`src/sv/gb3_pkg.sv`:
```
// ----------------------------------------------------------------------------
// gb3_pkg
// Shared types and constants of the 3x3 Gaussian blur: pixel and column types,
// line store entry, register indexes, reset values and datapath widths.
// ----------------------------------------------------------------------------
`default_nettype none

package gb3_pkg;

   // default line store depth, one entry per column
   localparam int MAX_WIDTH_DEFAULT = 1024;

   localparam int PIXEL_W  = 8;
   localparam int COEF_W   = 16;
   localparam int CSR_W    = 16;
   localparam int WIDTH_W  = 11;
   localparam int HEIGHT_W = 13;
   localparam int ROW_W    = 12;
   localparam int FRAC_BITS = 16;

   // frame height limit
   localparam int MAX_HEIGHT = 4096;

   // four pixels summed, then weighted
   localparam int NSUM_W   = PIXEL_W + 2;
   localparam int PROD_C_W = COEF_W + PIXEL_W;
   localparam int PROD_N_W = COEF_W + NSUM_W;
   localparam int SUM_W    = PROD_N_W + 2;
   localparam int RES_W    = SUM_W - FRAC_BITS;

   localparam logic [SUM_W-1:0] ROUND_HALF = SUM_W'(32768);
   localparam logic [PIXEL_W-1:0] PIXEL_MAX = '1;

   // register reset values
   localparam logic [COEF_W-1:0]   COEF_CENTER_RESET  = 16'd16384;
   localparam logic [COEF_W-1:0]   COEF_EDGE_RESET    = 16'd8192;
   localparam logic [COEF_W-1:0]   COEF_CORNER_RESET  = 16'd4096;
   localparam logic [WIDTH_W-1:0]  IMAGE_WIDTH_RESET  = 11'd1024;
   localparam logic [HEIGHT_W-1:0] IMAGE_HEIGHT_RESET = 13'd768;

   typedef enum logic [2:0] {
      CSR_COEF_CENTER  = 3'd0,
      CSR_COEF_EDGE    = 3'd1,
      CSR_COEF_CORNER  = 3'd2,
      CSR_IMAGE_WIDTH  = 3'd3,
      CSR_IMAGE_HEIGHT = 3'd4
   } csr_index_type;

   typedef logic [PIXEL_W-1:0] pixel_type;

   // one window column, index 0 is the oldest row
   typedef pixel_type [2:0] column_type;

   // two stored rows at one column
   typedef struct packed {
      pixel_type older;
      pixel_type newer;
   } line_entry_type;

endpackage

`default_nettype wire

```
`src/sv/gb3_column_cell.sv`:
```
// ----------------------------------------------------------------------------
// gb3_column_cell
// One column of the 3x3 window; takes its neighbor's column on each shift.
// ----------------------------------------------------------------------------
`default_nettype none

module gb3_column_cell (
   input  wire                     clock,
   input  wire                     reset,
   input  wire                     shift_en,
   input  wire gb3_pkg::column_type col_in,
   output gb3_pkg::column_type     col_out
);
   import gb3_pkg::*;

   column_type col_ff;

   always_ff @(posedge clock) begin
      if (reset) begin
         col_ff <= '0;
      end else if (shift_en) begin
         col_ff <= col_in;
      end
   end

   assign col_out = col_ff;

endmodule

`default_nettype wire

```
`config.mk`:
```
export PLATFORM = sky130hd
export DESIGN_NAME = gb3_column_cell
export DESIGN_NICKNAME = d
export VERILOG_FILES = /design/src/sv/gb3_pkg.sv /design/src/sv/gb3_column_cell.sv
export SDC_FILE = /design/constraint.sdc
export NUM_CORES = 1
export LEC_CHECK = 0
export ABC_AREA = 0
export BUFFER_PORTS_ARGS = -buffer_cell sky130_fd_sc_hd__clkbuf_2
export CAP_MARGIN = 20
export CELL_PAD_IN_SITES_DETAIL_PLACEMENT = 2
export CELL_PAD_IN_SITES_GLOBAL_PLACEMENT = 2
export CORE_MARGIN = 4
export CORE_UTILIZATION = 24
export DETAILED_ROUTE_END_ITERATION = 7
export GPL_TIMING_DRIVEN = 0
export HOLD_SLACK_MARGIN = 0.02
export PLACE_DENSITY_LB_ADDON = 0.1
export SYNTH_ARGS = -nofsm -noshare
export SYNTH_HDL_FRONTEND = slang
export SYNTH_SLANG_ARGS = --single-unit
```
`constraint.sdc`:
```
create_clock -name clock -period 0.9 [get_ports clock]
set_input_delay 0.09 -clock clock [delete_from_list [all_inputs] [get_ports clock]]
set_output_delay 0.09 -clock clock [all_outputs]
set_load 0.03 [all_outputs]
```
Word level (Yosys, flattened, before mapping)
Cells that the tools add are included.

Bits in latches: 0. Memory bits (writable): 0. Logic and storage cells: 3. ROM bits: 0. Register bits after elaboration: 24. Memories kept: 0. Output and inout bits: 24. Input port bits: 27.

Mux-type cells: 0. Div/mod/pow operators: 0. Bitwise gates (word level): 0. Eq/ne operators: 0. Reduce and logical (&&, ||, !) cells: 0. Add/subtract/negate cells: 0. Order comparisons: 0. $mul: 0. Shift operators: 0.

Longest topological paths before layout
Gate-level depths: netlist of the first run.

Depth after elaboration: 0. Depth in mapped cells: 4.

Least setup slack after synthesis of the first run
OpenSTA, ideal clock, no wires.

Path kind: reg-to-reg. Start point: register, netlist name col_out[0]. End point: register col_ff, in the netlist col_out[0]. Path buffers: 0. Stages on the path, launching flop included: 3. Library setup time: 0.065 ns. Arrival time: 0.665 ns. Path slack: 0.170 ns. Cells stage by stage: dfxtp_1 > mux2i_1 > nor2_1.

RTL lines: end signal: assignment (line gb3_column_cell.sv:22) `col_ff <= col_in;`; end: declaration (line gb3_column_cell.sv:16) `column_type col_ff;`.

Worst setup path in the final report of the first run
Start point: register col_ff, in the netlist col_out[14]. End point: output col_out[14] (netlist name).

RTL lines: end: declaration (line gb3_column_cell.sv:12) `output gb3_pkg::column_type col_out`.

No word-level cell between the ends.

==> impl_metrics.toml, run 1 <==
[detailed_routing]
num_vias = 782
wl_met1_um = 957
wire_per_inst_um = 13.6
wl_um = 2560
wl_met3_um = 180
highest_layer = "met4"
vias_per_cell = 4.16
wl_met2_um = 1410
first_iter_violations = 21
dr.pass1.iters = 2
drc = 0
ant_nets = 0

[clocking]
clock-sinks = 24
cts-root-buf = "clkbuf_4"
cts_tree = "done"
cts_buffer_depth = 2
clk_pin_slew_ns = 0.13
cts_buffers = 3
htree_levels = 1
insertion_delay_ns = 0.30

[finish]
drive_above_1_share = 0.585
post-route-util = 0.464
final_nets = 171
layout.cells.non_filler = 188
n_antenna_cell = 0
largest_reg_flops = 24
syn2layout_area_growth_pct = 82.3
final_cell_area_um2 = 1590
final.fill_count = 364

[min_path]
hold_class = "input pin to flop"

[worst_setup_path]
cp_max_fo = 2
required_ns = 0.81
cp-start-kind = "flop"
rrSetupSlack_ns = 0.13
cp-end-kind = "primary output"
worstSetupPathType = "flop to primary output"
cp_top_family = "flip-flops"
critPathArrivalTime_ns = 0.80
slowest_delay_ns = 0.37
path_cells = "buf_8"
cp_slowest_cell = "dfxtp_2"
worst-path-buf-inv = 1

[logic_synthesis]
avgSynthCellArea_um2 = 11.3
synth_area_leader_cell = "dfxtp_1"
synth.distinct_cells = 6
synth_top_area_frac = 0.553
ys_ff_latch = 24
syn-instance-count = 77
yosysWarnings = 0
synth_nets = 104
yosys-top-cells-area = "dfxtp_1, mux2i_1, nor2_1"
ys_seq_area_frac = 0.553
syn-cell-area_um2 = 870

[placement]
dpl_cell_area_um2 = 1170
dp_hpwl_um = 1780
gp_congestion = 0.589
port_buffers = 49
dp_cells = 172

[sta]
drv_slew = 0
rsz0062_at_grt = "true"
finalClockSkew_ns = 0
finalCritPeriodShare = 0.992
worst_pin_slew_ns = 0.446
fmax_mhz = 1120
slew_headroom = 0.703
layout_min_cycle_time_ns = 0.893
finalHoldViolCount = 0
setup_viol = 0

[grt]
grt_pass1_vias = 905
grt_first_pass_wirelength_um = 4040
antenna_found_initial = 0
grt_overflow_total = 0
grt_use_total = 0.117
grt_max_degree = 13

[floorplan]
rows = 21
pin_count = 51
start_util = 0.255
die_h_um = 68.2
dieArea_um2 = 4650
coreArea_um2 = 3420
die_w_um = 68.2

[power_and_ir_drop]
power.switching_uw = 618
pwr-share-comb = 0.259
p_per_area_nw_per_um2 = 1410
leakage_nw = 0.770
p_total_mw = 2.23
pwr-share-clk = 0.205
p_sw_frac = 0.277
peakVddDrop_uv = 574
seq_power_share = 0.536
internal_power_mw = 1.61

[flow_run]
cap_violations = 0

[status]
status = "finished, final reports clean"
## routing by layer
| layer | vias up | track usage |
|---|---|---|
| met5 | - | 0 |
| met1 | 374 | 0.128 |
| met4 | 0 | 0.0223 |
| li1 | 381 | - |
| met3 | 2 | 0.0312 |
| met2 | 25 | 0.223 |
## cell usage in the layout, fill, tap and decap left out
cell type	synthesis	routed
dfxtp_2	0	24
buf_4	0	4
buf_6	1	1
buf_8	0	24
clkbuf_1	2	2
buf_12	2	2
dlygate4sd3_1	0	9
clkbuf_2	0	25
nor2_1	24	24
mux2i_1	24	24
clkbuf_4	0	3
## cells in the mapped netlist
| library cell | number |
|---|---|
| nor2_1 | 24 |
| buf_6 | 1 |
| buf_12 | 2 |
| dfxtp_1 | 24 |
| clkbuf_1 | 2 |
| mux2i_1 | 24 |
## logic make-up (layout without fill, tap and decap cells)
group         Yosys count  in the layout  share of synthesized area
flops                  24             24                      0.553
mux                    24             24                      0.276
buf+inv                 5             70                     0.0676
simple gates           24             24                      0.104
## final timing paths
check	from	depth (start not counted)	end
worst max-delay path	col_out[14]	1	col_out[14]
worst min-delay path	col_in[2]	3	col_out[2]
worst min register to register	col_out[12]	2	col_out[12]
worst max register to register	col_out[10]	3	col_out[10]
## final cells by class
cell class / instances / area [um^2] / share of cell area
repair buffers: 62 / 606 / 0.382
flip-flops and latches: 24 / 510 / 0.322
plain buffers: 5 / 58.8 / 0.0371
multi-input cells: 48 / 330 / 0.208
clock buffers: 3 / 22.5 / 0.0142
well taps: 46 / 57.6 / 0.0363
## what timing repair did
item                                    4_1_cts  5_1_grt
endpoints found under the setup margin       24       24
hold buffers                                  9        0
hold endpoints to repair                      9        0
resized for setup                            72       24
setup buffers                                 2        2
## power by group through the flow
| stage | Combinational (mW) | Clock [mW] | Sequential (mW) |
|---|---|---|---|
| after floorplan | 0.144 | 0 | 1.30 |
| after global placement | 0.410 | 0 | 1.18 |
| after detailed placement | 0.417 | 0 | 1.18 |
| after CTS | 0.549 | 0.488 | 1.18 |
| after global routing | 0.624 | 0.527 | 1.21 |
| final | 0.579 | 0.457 | 1.20 |
## stage by stage
step	worst slack, ns	hold WS (ns)	TNS, ns
floorplan	0.170	0.162	0
global route	-0.0375	0.0198	-0.461
detailed placement	0.00914	0.337	0
finish	0.00746	0.0165	0
CTS	-0.0186	0.0207	-0.214
global placement	0.0365	0.326	0
Note: power is estimated with default switching activity, not from simulation.
==> run 2: changes to the inputs <==
CELL_PAD_IN_SITES_DETAIL_PLACEMENT = 1   (was 2)
CELL_PAD_IN_SITES_GLOBAL_PLACEMENT = 1   (was 2)
CORE_UTILIZATION = 30   (was 24)
==> run 2 against run 1 <==
Effect of this change: combinational power grew 9.0%; critical endpoint is now col_out[16]; via count is 6.9% higher; critical path depth did not move; the run now ends with setup timing left; die area down 18%; utilization is 17 points higher; sequential power hardly changed; worst hold slack better by 0.033 ns; sequential share of layout area is 3.0 points lower; clock power is 71% higher; wire length grew 1.3%.
==> impl_metrics.toml, run 2 (synthesized netlist as in run 1, its figures left out) <==
[status]
status = "finished with violations"
violations = "setup timing"

[detailed_routing]
num_vias = 836
drc = 0
dr.pass1.iters = 2
vias_per_cell = 4.42
first_iter_violations = 13
ant_nets = 0
wl_um = 2590
wire_per_inst_um = 13.7

[worst_setup_path]
slowest_delay_ns = 0.38
worst-path-buf-inv = 1
cp-start-kind = "flop"
critPathArrivalTime_ns = 0.82
worstSetupPathType = "flop to primary output"
cp_slowest_cell = "dfxtp_2"
path_cells = "buf_8"
cp_max_fo = 2
cp-end-kind = "primary output"
required_ns = 0.81
cp_top_family = "flip-flops"

[finish]
layout.cells.non_filler = 189
final.fill_count = 289
final_nets = 186
drive_above_1_share = 0.532
n_antenna_cell = 0
syn2layout_area_growth_pct = 101
final_common_cell = "clkbuf_2"
final_cell_area_um2 = 1750
largest_reg_flops = 24

[min_path]
hold_class = "input pin to flop"

[power_and_ir_drop]
p_per_area_nw_per_um2 = 1490
peakVddDrop_uv = 1170
p_total_mw = 2.61
leakage_nw = 0.847

[sta]
drv_slew = 0
fmax_mhz = 1100
finalHoldViolCount = 0
rsz0062_at_grt = "true"
slew_headroom = 0.674
fin_ws_ns = -0.0119
layout_min_cycle_time_ns = 0.912
setup_viol = 4
worst_pin_slew_ns = 0.489
finalClockSkew_ns = 0
finalCritPeriodShare = 1.01

[flow_run]
cap_violations = 0

[grt]
grt_overflow_total = 0
antenna_found_initial = 0
grt_first_pass_wirelength_um = 4080
grt_pass1_vias = 960
grt_use_total = 0.146
grt_max_degree = 15

[floorplan]
coreArea_um2 = 2760
die_h_um = 61.8
die_w_um = 61.8
rows = 19
dieArea_um2 = 3820
pin_count = 51
start_util = 0.315

[clocking]
cts_tree = "done"
htree_levels = 1
cts-root-buf = "clkbuf_4"
cts_buffers = 3
insertion_delay_ns = 0.31
clock-sinks = 24
cts_buffer_depth = 2
clk_pin_slew_ns = 0.14

[placement]
dp_hpwl_um = 1600
place_ws_ns = 0.00285
port_buffers = 49
dpl_cell_area_um2 = 1150
gp_congestion = 0.622
dp_cells = 157
[run 2: cell count changes in the layout (fill, tap and decap cells not counted), sizes merged]
cell	change
dlygate4sd3	+15
bufinv	+1
[run 2: final cells by class]
class / instances / area (um^2) / area share
timing repair buffer: 77 / 756 / 0.433
tap: 31 / 38.8 / 0.0222
clock buffer: 3 / 22.5 / 0.0129
clock inverter: 1 / 30.0 / 0.0172
sequential: 24 / 510 / 0.292
multi-input combinational: 48 / 330 / 0.189
buffer: 5 / 58.8 / 0.0337
[run 2: metal layers]
metal  vias to the layer above  global-route usage  part of all wire
met2                        20               0.294              0.60
met1                       400               0.147              0.35
met3                         2              0.0269             0.049
met4                         0              0.0455            0.0073
met5                         -                   0                 0
li1                        414                   -                 -
[run 2: timing repair]
action / in CTS / in global routing
hold buffers: 24 / 0
setup endpoints to repair: 24 / 24
setup buffers: 2 / 2
gates resized for setup: 72 / 24
hold endpoints to repair: 23 / 0
[run 2: final timing paths]
| check | depth (start not counted) | to | slack, ns | startpoint |
|---|---|---|---|---|
| max reg2reg | 3 | col_out[18] | 0.11 | col_out[18] |
| max | 1 | col_out[16] | -0.01 | col_out[16] |
| min | 3 | col_out[17] | 0.05 | col_in[17] |
| min reg2reg | 2 | col_out[15] | 0.53 | col_out[15] |
[run 2: through the flow]
| stage | setup TNS (ns) | utilization | hold WS [ns] |
|---|---|---|---|
| detailed placement | 0 | 0.418 | 0.336 |
| global placement | 0 | 0.418 | 0.323 |
| floorplan | 0 | - | 0.162 |
| CTS | -0.559 | 0.617 | 0.0573 |
| finish | -0.0202 | 0.633 | 0.0492 |
| global route | -0.808 | 0.633 | 0.0415 |
[run 2: report_power, final]
group / internal (mW) / total, mW / switching (mW)
logic: 0.362 / 0.631 / 0.270
clock network: 0.450 / 0.780 / 0.330
registers: 1.14 / 1.19 / 0.0554
total: 1.95 / 2.61 / 0.655
